### src/rtl/ile_pkg.sv
// Shared types and constants for the indexed list engine.
// Used by ile_cell and indexed_list_engine_core; depends on nothing else.
package ile_pkg;

	localparam int CAPACITY_DEF = 32;

	localparam int CMD_W = 3;
	localparam int POS_W = 6;
	localparam int VAL_W = 32;
	localparam int ST_W  = 2;
	localparam int CNT_W = 6;

	// Stream payload widths, padded to whole bytes.
	localparam int S_TDATA_W = 40;
	localparam int M_TDATA_W = 40;

	typedef enum logic [CMD_W-1:0] {
		CMD_READ     = 3'd0,
		CMD_INS_HEAD = 3'd1,
		CMD_INS_TAIL = 3'd2,
		CMD_INS_AT   = 3'd3,
		CMD_DELETE   = 3'd4
	} cmd_t;

	typedef enum logic [ST_W-1:0] {
		ST_OK    = 2'd0,
		ST_RANGE = 2'd1,
		ST_FULL  = 2'd2
	} status_t;

	// Shift control broadcast to every cell of the row.
	typedef struct packed {
		logic             ins;
		logic             del;
		logic [POS_W-1:0] pos;
	} cell_ctrl_t;

endpackage

### src/rtl/ile_cell.sv
// One storage cell of the list row: holds a single element.
// Depends on ile_pkg for the control struct and widths.
module ile_cell #(
	parameter int unsigned IDX = 0
) (
	input  logic                          clk,
	input  ile_pkg::cell_ctrl_t           ctrl,
	input  logic [ile_pkg::VAL_W-1:0]     ins_value,
	input  logic [ile_pkg::VAL_W-1:0]     left_value,
	input  logic [ile_pkg::VAL_W-1:0]     right_value,
	output logic [ile_pkg::VAL_W-1:0]     elem
);

	localparam logic [ile_pkg::POS_W-1:0] MY_POS = ile_pkg::POS_W'(IDX);

	logic [ile_pkg::VAL_W-1:0] elem_q;

	// Insert: cells above the position take their lower neighbor, the cell at the
	// position takes the new value. Delete: cells at and above take the upper one.
	always_ff @(posedge clk) begin
		if (ctrl.ins) begin
			if (ctrl.pos == MY_POS) begin
				elem_q <= ins_value;
			end else if (ctrl.pos < MY_POS) begin
				elem_q <= left_value;
			end
		end else if (ctrl.del && (ctrl.pos <= MY_POS)) begin
			elem_q <= right_value;
		end
	end

	assign elem = elem_q;

endmodule

### src/rtl/indexed_list_engine_core.sv
// Indexed list engine: ordered list of signed 32-bit values in a row of cells.
// The result is registered and valid in the cycle after the input transfer; one
// command per cycle is sustained while m_tready is high, since the whole row shifts as a command is taken.
// Reset clears the element count and the result valid flag; element storage and
// result data are not reset. Depends on ile_pkg and ile_cell.
module indexed_list_engine_core #(
	parameter int CAPACITY = ile_pkg::CAPACITY_DEF
) (
	input  logic                              clk,
	input  logic                              arst_n,
	input  logic                              s_tvalid,
	output logic                              s_tready,
	// [5:0] position, [37:6] value, [39:38] zero
	input  logic [ile_pkg::S_TDATA_W-1:0]     s_tdata,
	// [2:0] command
	input  logic [ile_pkg::CMD_W-1:0]         s_tuser,
	output logic                              m_tvalid,
	input  logic                              m_tready,
	// [31:0] read_value, [33:32] status, [39:34] element_count
	output logic [ile_pkg::M_TDATA_W-1:0]     m_tdata
);

	localparam int IW = (CAPACITY > 1) ? $clog2(CAPACITY) : 1;
	localparam logic [ile_pkg::CNT_W-1:0] CAP_CNT = ile_pkg::CNT_W'(CAPACITY);

	logic                          s_fire;
	ile_pkg::cmd_t                 cmd;
	logic [ile_pkg::POS_W-1:0]     pos;
	logic [ile_pkg::VAL_W-1:0]     val;

	logic [ile_pkg::CNT_W-1:0]     count_q;
	logic                          out_valid_q;
	logic [ile_pkg::VAL_W-1:0]     rd_q;
	ile_pkg::status_t              st_q;
	logic [ile_pkg::CNT_W-1:0]     cnt_res_q;

	logic [ile_pkg::VAL_W-1:0]     elem [CAPACITY];
	logic [ile_pkg::VAL_W-1:0]     left_v [CAPACITY];
	logic [ile_pkg::VAL_W-1:0]     right_v [CAPACITY];
	logic [ile_pkg::VAL_W-1:0]     elem_rd;

	logic [ile_pkg::VAL_W-1:0]     rd_d;
	ile_pkg::status_t              st_d;
	logic [ile_pkg::CNT_W-1:0]     cnt_d;
	logic [ile_pkg::POS_W-1:0]     ins_pos;
	logic                          is_ins;
	logic                          do_ins;
	logic                          do_del;
	ile_pkg::cell_ctrl_t           ctrl;

	assign cmd = ile_pkg::cmd_t'(s_tuser);
	assign pos = s_tdata[ile_pkg::POS_W-1:0];
	assign val = s_tdata[ile_pkg::POS_W +: ile_pkg::VAL_W];

	// The result register frees itself when the downstream side takes the transfer.
	assign s_tready = !out_valid_q || m_tready;
	assign s_fire   = s_tvalid && s_tready;

	assign elem_rd = elem[pos[IW-1:0]];

	always_comb begin
		rd_d    = '0;
		st_d    = ile_pkg::ST_OK;
		cnt_d   = count_q;
		ins_pos = pos;
		is_ins  = 1'b0;
		do_ins  = 1'b0;
		do_del  = 1'b0;
		unique case (cmd)
			ile_pkg::CMD_READ: begin
				if (pos < count_q) begin
					rd_d = elem_rd;
				end else begin
					rd_d = '1;
					st_d = ile_pkg::ST_RANGE;
				end
			end
			ile_pkg::CMD_INS_HEAD: begin
				ins_pos = '0;
				is_ins  = 1'b1;
			end
			ile_pkg::CMD_INS_TAIL: begin
				ins_pos = count_q;
				is_ins  = 1'b1;
			end
			ile_pkg::CMD_INS_AT: begin
				is_ins = 1'b1;
			end
			ile_pkg::CMD_DELETE: begin
				if (pos < count_q) begin
					do_del = 1'b1;
					cnt_d  = count_q - 1'b1;
				end else begin
					st_d = ile_pkg::ST_RANGE;
				end
			end
			default: begin
			end
		endcase
		// The range check on an insert takes precedence over the full check.
		if (is_ins) begin
			if (ins_pos > count_q) begin
				st_d = ile_pkg::ST_RANGE;
			end else if (count_q >= CAP_CNT) begin
				st_d = ile_pkg::ST_FULL;
			end else begin
				do_ins = 1'b1;
				cnt_d  = count_q + 1'b1;
			end
		end
	end

	assign ctrl.ins = s_fire && do_ins;
	assign ctrl.del = s_fire && do_del;
	assign ctrl.pos = ins_pos;

	for (genvar i = 0; i < CAPACITY; i++) begin : g_row
		if (i == 0) begin : g_first
			assign left_v[i] = elem[i];
		end else begin : g_mid
			assign left_v[i] = elem[i-1];
		end
		if (i == CAPACITY - 1) begin : g_last
			assign right_v[i] = elem[i];
		end else begin : g_inner
			assign right_v[i] = elem[i+1];
		end
		ile_cell #(
			.IDX(i)
		) u_cell (
			.clk        (clk),
			.ctrl       (ctrl),
			.ins_value  (val),
			.left_value (left_v[i]),
			.right_value(right_v[i]),
			.elem       (elem[i])
		);
	end

	always_ff @(posedge clk or negedge arst_n) begin
		if (!arst_n) begin
			count_q     <= '0;
			out_valid_q <= 1'b0;
		end else begin
			if (s_fire) begin
				count_q     <= cnt_d;
				out_valid_q <= 1'b1;
			end else if (m_tready) begin
				out_valid_q <= 1'b0;
			end
		end
	end

	always_ff @(posedge clk) begin
		if (s_fire) begin
			rd_q      <= rd_d;
			st_q      <= st_d;
			cnt_res_q <= cnt_d;
		end
	end

	assign m_tvalid = out_valid_q;
	assign m_tdata  = {cnt_res_q, st_q, rd_q};

	a_count_bound: assert property (@(posedge clk) disable iff (!arst_n)
		count_q <= CAP_CNT)
		else $error("element count exceeds capacity");

	a_count_step: assert property (@(posedge clk) disable iff (!arst_n)
		s_fire |=> (count_q == $past(count_q)) ||
			(count_q == $past(count_q) + 1'b1) ||
			(count_q == $past(count_q) - 1'b1))
		else $error("element count moved by more than one");

	a_fail_keeps_count: assert property (@(posedge clk) disable iff (!arst_n)
		(s_fire && (st_d != ile_pkg::ST_OK)) |=> $stable(count_q))
		else $error("failed command changed the element count");

	a_result_count: assert property (@(posedge clk) disable iff (!arst_n)
		out_valid_q |-> (cnt_res_q == count_q))
		else $error("pending result count disagrees with list count");

endmodule
### config.mk
export PLATFORM = sky130hd
export DESIGN_NAME = indexed_list_engine_core
export DESIGN_NICKNAME = d
export VERILOG_FILES = /design/src/rtl/ile_pkg.sv /design/src/rtl/ile_cell.sv /design/src/rtl/indexed_list_engine_core.sv
export SDC_FILE = /design/constraint.sdc
export NUM_CORES = 2
export LEC_CHECK = 0
export BUFFER_PORTS_ARGS = -buffer_cell sky130_fd_sc_hd__buf_4
export CAP_MARGIN = 20
export CORE_ASPECT_RATIO = 2
export CORE_UTILIZATION = 30
export DETAILED_ROUTE_END_ITERATION = 10
export GPL_TIMING_DRIVEN = 0
export PLACE_DENSITY = 0.48
export SLEW_MARGIN = 20
export SYNTH_ARGS = -nofsm -noshare
export SYNTH_HDL_FRONTEND = slang
export SYNTH_SLANG_ARGS = --single-unit
export TNS_END_PERCENT = 50
### constraint.sdc
create_clock -name clk -period 10.85 [get_ports clk]
set_input_delay 1.6275 -clock clk [delete_from_list [all_inputs] [get_ports clk]]
set_output_delay 1.6275 -clock clk [all_outputs]
set_load 0.05 [all_outputs]
==> results.py <==
metrics = {
    "run_status": {
        "status": "completed",
    },
    "route": {
        "vias_per_cell": 6.18,
        "drtAntennaViolNets": 0,
        "wl_um": 402000,
        "wl_per_cell_um": 42.9,
        "drt_pre_antenna_iters": 6,
        "drc": 0,
        "drt-initial-drc-count": 7483,
        "vias": 57800,
    },
    "pwr": {
        "p_leak_nw": 26.5,
        "p_total_w": 0.00978,
        "vdd_ir_drop_max_mv": 0.158,
        "powerDensity_nw_per_um2": 139,
        "pwr-share-comb_pct": 13.3,
        "pwr-share-seq_pct": 47.3,
        "p_switching_w": 0.00296,
        "internal-power_w": 0.00682,
        "power_frac_clock_pct": 39.3,
        "switching_share_pct": 30.2,
    },
    "global_routing": {
        "overflow": 0,
        "grt_pass1_wl_um": 523000,
        "globalRoute.busiestLayer": "met2",
        "met1_usage_pct": 37.9,
        "grtUsageMet3_pct": 7.80,
        "grt_usage_pct": 38.6,
        "grt_pass1_vias": 54800,
        "grt_max_degree": 33,
        "grt_use_met2_pct": 64.1,
        "antenna_found_initial": 38,
    },
    "timing": {
        "slew_viol_final": 0,
        "min_period_ps": 8080,
        "worst_slew_pin_slew_ps": 1260,
        "relSlewSlack_pct": 15.7,
        "worst_slack_ps": 2770,
        "grt_setup_unrepaired": "no",
        "fin_hold_ws_ps": 550,
        "hold_violations": 0,
        "fin_skew_ps": 35.7,
        "max_freq_mhz": 124,
        "finalCritPeriodShare_pct": 74.4,
        "setup_viol": 0,
    },
    "clocking": {
        "clkSinkCount": 1071,
        "clockRootBuffer": "clkbuf_16",
        "numCtsBuffers": 106,
        "postCtsHoldBufs": 0,
        "cts_buffer_depth": 3,
        "post_cts_buffers": 0,
        "insertion_delay_ps": 770,
        "ctsResizeCount": 0,
        "tritoncts": "yes",
        "clk_pin_slew_worst_paths_ps": 60,
        "h-tree-depth": 3,
    },
    "cells_and_area": {
        "drive_gt1_share_pct": 13.3,
        "fin_util_pct": 34.9,
        "area_growth_syn_to_layout_pct": 15.7,
        "nets": 6717,
        "fin_area_um2": 70100,
    },
    "synthesis": {
        "async_flop_share_pct": 0.654,
        "synth_area_um2": 60700,
        "synth_warnings": 0,
        "synth-seq-cells": 1071,
        "syn_nets": 6425,
        "yosys.area.top_type": "edfxtp_1",
        "ys_types": 52,
        "synth_cells": 6364,
        "synth_top_area_share_pct": 52.7,
        "ys_top_cells_by_count": "a21oi_1 (1685), nand2_1 (1254), edfxtp_1 (1064)",
        "synth-edff-count": 1064,
        "synth_most_common_cell": "a21oi_1",
        "ys.flop_type": "edfxtp_1",
        "yosysSeqAreaShare_pct": 53.0,
        "avgSynthCellArea_um2": 9.53,
        "yosys-top-cells-area": "edfxtp_1 (53%), a21oi_1 (14%), mux4_2 (9.5%)",
    },
    "min_path": {
        "hold_path.class": "register to register",
        "whs_endpoint": "m_tvalid",
        "whs_path_depth": 2,
        "worstHoldStart": "m_tvalid",
    },
    "floorplanning": {
        "num_rows": 233,
        "design.core.area_um2": 201000,
        "initial_utilization_pct": 30.2,
        "die_h_um": 638,
        "dieArea_um2": 204000,
        "die_w_um": 320,
        "ios": 89,
    },
    "setup_path": {
        "rr_worst_depth": 15,
        "worst_ep_required_time_ps": 11360,
        "max_stage_delay_ps": 900,
        "reg2reg_setup_slack_ps": 3520,
        "path_cells": "buf_4 -> o21bai_4 -> a211oi_2 -> inv_2 -> clkbuf_2 -> ha_1 -> nand4_1 -> o21bai_1 -> a31o_2 -> nand3_1 -> clkbuf_2 -> clkbuf_1 -> clkbuf_1 -> nor2_4 -> buf_12 -> buf_16",
        "path_max_fanout": 16,
        "arrival_ps": 8590,
        "r2r-start": "count_q[5]",
        "worstSetupPathType": "primary input to register",
        "start_kind": "primary input",
        "cp_slowest_cell": "clkbuf_1",
        "worst_setup_path_end_kind": "register",
        "rr_endpoint": "g_row[31].u_cell.elem[15]",
    },
    "place": {
        "gp_congestion": 1.14,
        "placed_area_um2": 66800,
        "post-place-ws_ps": 2170,
        "dp_hpwl_um": 322000,
        "port_buffers": 85,
    },
    "job": {
        "drv_cap": 0,
    },
}
==> stage by stage <==
step,instances,setup TNS [ps]
6_report,9355,0
5_1_grt,9327,0
4_1_cts,9325,0
3_5_place_dp,9132,0
3_3_place_gp,9034,-227100
2_1_floorplan,6364,0
==> state kept, by name, summed over array words and instances (netlist names) <==
name and flops:
m_tvalid 1, cnt_res_q 6, count_q 6, g_row.u_cell.elem 1024, rd_q 32, st_q 2
==> worst max-delay path by stage <==
stage	from	to	slack, ps	cells past startpoint
6_report	s_tuser[2]	g_row[31].u_cell.elem[15]	2770	16
5_1_grt	s_tuser[2]	g_row[31].u_cell.elem[24]	2910	16
4_1_cts	s_tuser[2]	g_row[31].u_cell.elem[28]	2900	16
3_5_place_dp	s_tuser[2]	g_row[31].u_cell.elem[20]	2170	16
3_3_place_gp	s_tdata[0]	g_row[25].u_cell.elem[24]	-4050	11
2_1_floorplan	s_tdata[3]	g_row[25].u_cell.elem[0]	1360	12
==> power by group through the flow <==
stage	Sequential (W)	Combinational [W]	Clock [W]
2_1_floorplan	0.00473	0.000505	0
3_3_place_gp	0.00472	0.00116	0
3_5_place_dp	0.00472	0.00124	0
4_1_cts	0.00463	0.00124	0.00384
5_1_grt	0.00463	0.00129	0.00394
6_report	0.00463	0.00130	0.00385
==> cell type report <==
| type | count | area, um2 |
|---|---|---|
| tap | 2585 | 3230 |
| fill | 20800 | 131000 |
| clock inverter | 70 | 505 |
| antenna | 29 | 72.6 |
| clock buffer | 123 | 2760 |
| inverter | 13 | 50.0 |
| multi-input combinational | 4672 | 26400 |
| sequential | 1071 | 32100 |
| timing repair buffer | 184 | 2480 |
| buffer | 608 | 2560 |
==> critical path, delay by kind of cell <==
family / cells / cell delay (ps)
buf+inv: 8 / 3740
compound gates: 4 / 1460
simple gates: 3 / 1160
fa+ha+maj: 1 / 470
==> cells by family after synthesis <==
logic type / after synthesis / share of synthesized area, %
simple gates: 2372 / 15.2
xor+xnor: 8 / 0.116
buf+inv: 621 / 4.09
flops: 1071 / 53.0
mux: 288 / 10.1
compound gates: 1990 / 17.2
fa+ha+maj: 14 / 0.289
==> per-layer routing <==
metal	share of wire, %	up-vias
li1	-	23700
met1	31	28800
met2	47	4073
met3	7.9	1270
met4	14	14
met5	0.028	-
==> cell usage in the layout (no fill, tap or decap), drive strengths merged, types with 6 or more instances in the layout <==
cell | netlist | routed
xnor2 | 8 | 8
nand2 | 1255 | 1255
buf | 134 | 318
edfxtp | 1064 | 1064
nor2 | 1021 | 1021
o22ai | 129 | 129
o21ai | 6 | 6
diode | 0 | 29
a31oi | 146 | 146
mux2 | 32 | 32
mux4 | 256 | 256
clkinv | 3 | 60
ha | 14 | 14
or4 | 33 | 33
a211oi | 8 | 8
clkbuf | 474 | 597
a21oi | 1685 | 1685
dfrtp | 7 | 7
and3 | 9 | 9
nor4 | 13 | 13
inv | 10 | 13
nand4 | 13 | 13
Power figures use the tool's default switching activity.
